### config.mk
export PLATFORM = sky130hd
export DESIGN_NAME = zatr_ctrl
export DESIGN_NICKNAME = d
export VERILOG_FILES = /design/src/rtl/core/zatr_pkg.sv /design/src/rtl/core/zatr_ctrl.sv
export SDC_FILE = /design/constraint.sdc
export NUM_CORES = 1
export LEC_CHECK = 0
export BUFFER_PORTS_ARGS = -buffer_cell sky130_fd_sc_hd__buf_2
export CAP_MARGIN = 20
export CORE_AREA = 2 2 39 41
export CTS_BUF_LIST = sky130_fd_sc_hd__clkbuf_4
export CTS_CLUSTER_DIAMETER = 50
export DETAILED_ROUTE_END_ITERATION = 8
export DIE_AREA = 0 0 41 43
export SYNTH_ARGS = -nofsm -noshare
export SYNTH_HDL_FRONTEND = slang
export SYNTH_SLANG_ARGS = --single-unit
### constraint.sdc
create_clock -name clk -period 1.25 [get_ports clk]
set_input_delay 0.0625 -clock clk [delete_from_list [all_inputs] [get_ports clk]]
set_output_delay 0.0625 -clock clk [all_outputs]
set_load 0.02 [all_outputs]
### src/rtl/core/zatr_pkg.sv
// ----------------------------------------------------------------------------
// zatr_pkg: shared types and constants
// Widths, register addresses and controller types for the ATR entry filter.
// ----------------------------------------------------------------------------
package zatr_pkg;

  localparam int MAX_PERIOD    = 64;
  localparam int MEDIAN_WINDOW = 31;
  localparam int PRICE_BITS    = 32;

  localparam int RING_AW  = $clog2(MAX_PERIOD);
  localparam int WIN_AW   = $clog2(MEDIAN_WINDOW);
  localparam int CNT_W    = $clog2(MAX_PERIOD + 1);
  localparam int WCNT_W   = $clog2(MEDIAN_WINDOW + 1);
  localparam int SUM_W    = PRICE_BITS + RING_AW;

  localparam logic [1:0] ADDR_THRESH = 2'd0;
  localparam logic [1:0] ADDR_MULT   = 2'd1;
  localparam logic [1:0] ADDR_PERIOD = 2'd2;

  localparam logic [1:0] VERDICT_ENTER = 2'd0;
  localparam logic [1:0] VERDICT_INVAL = 2'd1;
  localparam logic [1:0] VERDICT_ZHIGH = 2'd2;
  localparam logic [1:0] VERDICT_VOL   = 2'd3;

  typedef enum logic [3:0] {
    ST_IDLE,
    ST_TR,
    ST_SUM,
    ST_DIV,
    ST_MED,
    ST_QRY,
    ST_OUT
  } state_t;

  typedef struct packed {
    logic load;      // capture input transaction
    logic tr_write;  // compute true range and write the ring
    logic sum_step;  // accumulate one ring entry
    logic div_start;
    logic div_step;
    logic win_write; // store the new ATR
    logic med_start;
    logic med_step;
    logic qry_eval;
    logic out_load;
  } cmd_t;

  typedef struct packed {
    logic func;
    logic has_prev;
    logic sum_done;
    logic div_done;
    logic med_done;
  } sts_t;

endpackage

### src/rtl/core/zatr_ctrl.sv
// ----------------------------------------------------------------------------
// zatr_ctrl: sequencing controller
// Steps a push through true range, window sum, division and median search.
// ----------------------------------------------------------------------------
module zatr_ctrl (
  input  logic             clk,
  input  logic             rst,
  input  logic             in_valid,
  output logic             in_stall,
  input  logic             out_valid,
  input  logic             out_stall,
  input  zatr_pkg::sts_t   sts,
  output zatr_pkg::cmd_t   cmd
);

  zatr_pkg::state_t state, state_next;

  always_ff @(posedge clk) begin
    if (rst) begin
      state <= zatr_pkg::ST_IDLE;
    end else begin
      state <= state_next;
    end
  end

  assign in_stall = rst || (state != zatr_pkg::ST_IDLE);

  always_comb begin
    state_next = state;
    cmd = '0;
    case (state)
      zatr_pkg::ST_IDLE: begin
        if (in_valid) begin
          cmd.load = 1'b1;
          state_next = zatr_pkg::ST_TR;
        end
      end
      zatr_pkg::ST_TR: begin
        if (sts.func) begin
          cmd.med_start = 1'b1;
          state_next = zatr_pkg::ST_MED;
        end else if (sts.has_prev) begin
          cmd.tr_write = 1'b1;
          state_next = zatr_pkg::ST_SUM;
        end else begin
          cmd.med_start = 1'b1;
          state_next = zatr_pkg::ST_MED;
        end
      end
      zatr_pkg::ST_SUM: begin
        if (sts.sum_done) begin
          cmd.div_start = 1'b1;
          state_next = zatr_pkg::ST_DIV;
        end else begin
          cmd.sum_step = 1'b1;
        end
      end
      zatr_pkg::ST_DIV: begin
        if (sts.div_done) begin
          cmd.win_write = 1'b1;
          cmd.med_start = 1'b1;
          state_next = zatr_pkg::ST_MED;
        end else begin
          cmd.div_step = 1'b1;
        end
      end
      zatr_pkg::ST_MED: begin
        if (sts.med_done) begin
          state_next = zatr_pkg::ST_QRY;
        end else begin
          cmd.med_step = 1'b1;
        end
      end
      zatr_pkg::ST_QRY: begin
        cmd.qry_eval = 1'b1;
        state_next = zatr_pkg::ST_OUT;
      end
      zatr_pkg::ST_OUT: begin
        if (!out_valid || !out_stall) begin
          cmd.out_load = 1'b1;
          state_next = zatr_pkg::ST_IDLE;
        end
      end
      default: state_next = zatr_pkg::ST_IDLE;
    endcase
  end

endmodule

==> parameters.txt <==
Parameter                              Value

STA
  Fmax    just over 700 MHz
  Count of pins over their slew limit    0
  Max-Slew Margin vs Limit    83.54%
  Slew @ Worst Pin    0.2443 ns
  Count of endpoints failing hold in the final timing report    0
  Fin crit period    approximately 1.4 ns
  Final period util    112.5%
  Worst hold margin    ~0.095 ns
  Setup-violating endpoint count in the final report    9
  Setup slack of the critical path after layout    -0.1559 ns
  Unrepaired setup endpoints after global routing    true
  Worst clock skew    roughly 0.0018 ns

Worst setup path
  Endpoint of the worst-slack reg-to-reg timing path    state[1]
  Most frequent cell on the critical path    sky130_fd_sc_hd__buf_6
  Largest stage delay on the critical path    ~0.52 ns
  Setup crit end kind    output pin
  Critical path destination    in_stall
  Crit-path slowest cell    sky130_fd_sc_hd__or4_4
  Critical path's top delay family    simple AND/OR/NAND/NOR gates
  Buffers plus inverters on the worst setup path    2
  WP data required    about 1.2 ns
  Worst reg2reg startpoint    state[1]
  WS Path Type    reg2out
  Maximum net fanout on the critical path    3
  Startpoint Class    flip-flop
  Startpoint of the most critical setup path    state[2]
  R2R depth    4
  Arrival @ worst endpoint    approximately 1.3 ns
  Cell-by-cell listing of the critical path    buf_6 -> or4_4 -> buf_6
  Worst reg-to-reg setup slack    -0.04 ns
  Number of logic stages on the critical path including buffering    3

Power
  Post-layout power    789.7 uW
  Worst supply voltage drop on vdd    0.5544 mV
  PD cells    1123 mW/mm^2
  Static power due to leakage    ~0.34 nW

Cells and area
  Area of all sequential standard cells    about 66 um^2
  Number of filler instances in the final layout    between 100 and 150
  Register with the highest flop count    state
  Finished Cell Area    roughly 700 um^2
  Flip-flop count of the largest register after layout    3
  Fraction of layout cells with a size suffix above 1    between 60% and 70%
  Area growth from synthesis to final layout    132.2%
  Multi-input logic area    slightly above 300 um^2
  Antenna fix cells    0
  Largest regs    state (3)
  Final instance count without filler cells    96
  Nets@finish    91

Route
  Average wire per cell in the routed design    between 10 and 15 um
  1st-pass router iterations    4
  Wire length on met3    approximately 47 um
  Average vias per placed instance    between 4 and 5
  Wirelength, routed    between 1000 and 1500 um
  DRC marker count from the first detailed-route iteration    8
  M1 WL    between 400 and 500 um
  Remaining routing DRC violations    0
  Number of vias in the routed layout    ~470
  Highest metal layer used by the detailed router    met3
  Total met2 wirelength after detailed routing    between 600 and 700 um
  Post-detailed-route count of antenna-violating nets    0

Synthesis
  Post-Synthesis Cell Area    302.8 um^2
  Share of synthesized flip-flops with an asynchronous set or reset    0%
  Leading post-synthesis cells by instance count    6 x sky130_fd_sc_hd__nand2_1, 5 x sky130_fd_sc_hd__nor2b_1, 4 x sky130_fd_sc_hd__nor2_1, 4 x sky130_fd_sc_hd__o21ai_0
  Share of synthesized area occupied by flip-flops and latches    approximately 20%
  Top-count cell post-synth    sky130_fd_sc_hd__nand2_1
  Share of the synthesized area in the top cell type    19.83%
  Post-Syn Instances    45
  Post-Synthesis Net Count    between 50 and 60
  Number of distinct library cells after synthesis    21
  Number of flops mapped to enable cells by yosys    0
  Flip-flop and latch count after synthesis    3
  Cell types occupying the most area after synthesis    sky130_fd_sc_hd__dfxtp_1 20%, sky130_fd_sc_hd__nor2b_1 10%, sky130_fd_sc_hd__nand2_1 7.4%
  Syn avg cell area    6.729 um^2
  Synthesis warning total    0
  Library cell with the largest summed area after synthesis    sky130_fd_sc_hd__dfxtp_1
  Most used flip-flop cell after synthesis    sky130_fd_sc_hd__dfxtp_1

Clock network
  Clock tree from TritonCTS    built
  Insertion delay to the later sink of the worst-skew pair    0.23 ns
  Clock tree root driver cell    sky130_fd_sc_hd__clkbuf_4
  Clock buffer count from CTS    3
  Hold_buf cts    0
  Clock-pin slew on the worst setup and hold paths    roughly 0.04 ns
  Number of H-tree branching levels    1
  Buffers from clock root to sink, at most    2
  TritonCTS sink count    3

Run status
  Failing checks    setup timing
  Status    finished with violations

Global route
  Global-route wire length before repair    between 1500 and 2000 um
  Initial antenna violation count    0
  Number of global-route vias before repair    approximately 390
  Pin count of the biggest net entering global routing    10
  Overflow left after global routing    0
  Total global routing track utilization    between 10 and 15%

Floorplan
  Number of top-level pins    21
  Width of the die    around 40 um
  Initial Util    21.88%
  Placeable Area    roughly 0.0014 mm^2
  Full die area    between 0.0015 and 0.002 mm^2
  Number of placement rows    14
  Vertical die dimension    43 um

Placed design
  Instance count after placement with tap cells included    86
  DP Area    479.2 um^2
  Port bufs    20
  Placer Congestion    0.7230
  DPL Wire Length    between 600 and 700 um

Run
  Count of max-cap constraint violations    0

Min path
  Min-delay worst type    in2reg
stage by stage:
stage          setup TNS, ns  utilization [%]  setup slack, ns
4_1_cts              -0.5016            44.76          -0.1541
3_5_place_dp         -0.1020            34.63         -0.06789
5_1_grt               -1.043            50.81          -0.1859
6_report             -0.4025            50.81          -0.1559
3_3_place_gp        -0.08771            34.63         -0.04531
2_1_floorplan              0                -          0.01457
routing by layer:
| layer | track usage (%) | vias up |
|---|---|---|
| li1 | - | 230 |
| met1 | 18.33 | 222 |
| met2 | 19.38 | 17 |
| met3 | 3.141 | 0 |
| met4 | 8.000 | 0 |
| met5 | 0 | - |
final cells by class:
cell class,instances,share of cell area [%]
multi-input cells,37,43.24
well taps,16,2.847
flip-flops and latches,3,9.431
repair buffers,34,39.15
inverters,2,1.068
clock buffers,4,4.270
worst min path at each step:
stage          cells after the start  from  endpoint  slack, ns
4_1_cts                            2   rst  state[2]       0.07
5_1_grt                            2   rst  state[2]       0.09
6_report                           2   rst  state[2]       0.09
3_3_place_gp                       2   rst  state[2]       0.30
2_1_floorplan                      1   rst  state[2]       0.13
3_5_place_dp                       2   rst  state[2]       0.31
power by group:
| group | switching (mW) | internal, mW | leakage (nW) |
|---|---|---|---|
| clock | 0.0488 | 0.141 | 0.0184 |
| sequential | 0.0214 | 0.117 | 0.0261 |
| combinational | 0.210 | 0.252 | 0.296 |
placed cells by master (no fill, tap or decap):
cell type,synthesis,routed
sky130_fd_sc_hd__buf_6,0,12
sky130_fd_sc_hd__buf_4,0,12
sky130_fd_sc_hd__buf_2,3,10
sky130_fd_sc_hd__nand2_1,6,5
sky130_fd_sc_hd__clkbuf_4,0,4
sky130_fd_sc_hd__nor2b_1,5,3
sky130_fd_sc_hd__o21ai_0,4,3
sky130_fd_sc_hd__a21oi_1,3,3
sky130_fd_sc_hd__nor3_2,0,2
sky130_fd_sc_hd__nor2b_4,0,2
sky130_fd_sc_hd__and3_1,2,2
sky130_fd_sc_hd__inv_1,2,2
sky130_fd_sc_hd__nor2_4,0,2
sky130_fd_sc_hd__nor2_1,4,2
sky130_fd_sc_hd__dfxtp_2,0,2
sky130_fd_sc_hd__nand2_2,0,1
sky130_fd_sc_hd__o21ai_2,0,1
sky130_fd_sc_hd__nand3b_1,1,1
sky130_fd_sc_hd__nand2b_4,0,1
sky130_fd_sc_hd__nor3b_2,0,1
sky130_fd_sc_hd__or4_4,0,1
sky130_fd_sc_hd__nor4b_4,0,1
sky130_fd_sc_hd__nand3_1,1,1
sky130_fd_sc_hd__mux2i_1,1,1
sky130_fd_sc_hd__o2bb2ai_2,0,1
sky130_fd_sc_hd__a211o_1,1,1
sky130_fd_sc_hd__o32ai_1,1,1
sky130_fd_sc_hd__mux2_4,1,1
sky130_fd_sc_hd__dfxtp_4,0,1
cells by family (layout without fill, tap and decap cells):
group | count (synthesis) | in the layout | share of synthesized area [%]
buffers and inverters | 5 | 40 | 7.437
AO/OA/AOI/OAI | 10 | 10 | 20.25
flip-flops | 3 | 3 | 19.84
multiplexers | 2 | 2 | 8.263
AND/OR/NAND/NOR | 25 | 25 | 44.22
timing repair:
item,CTS,global route
setup buffers,4,2
pin swaps,6,2
resized for setup,26,17
setup endpoints to repair,10,11
No activity file was read; power rests on OpenSTA's default activity.
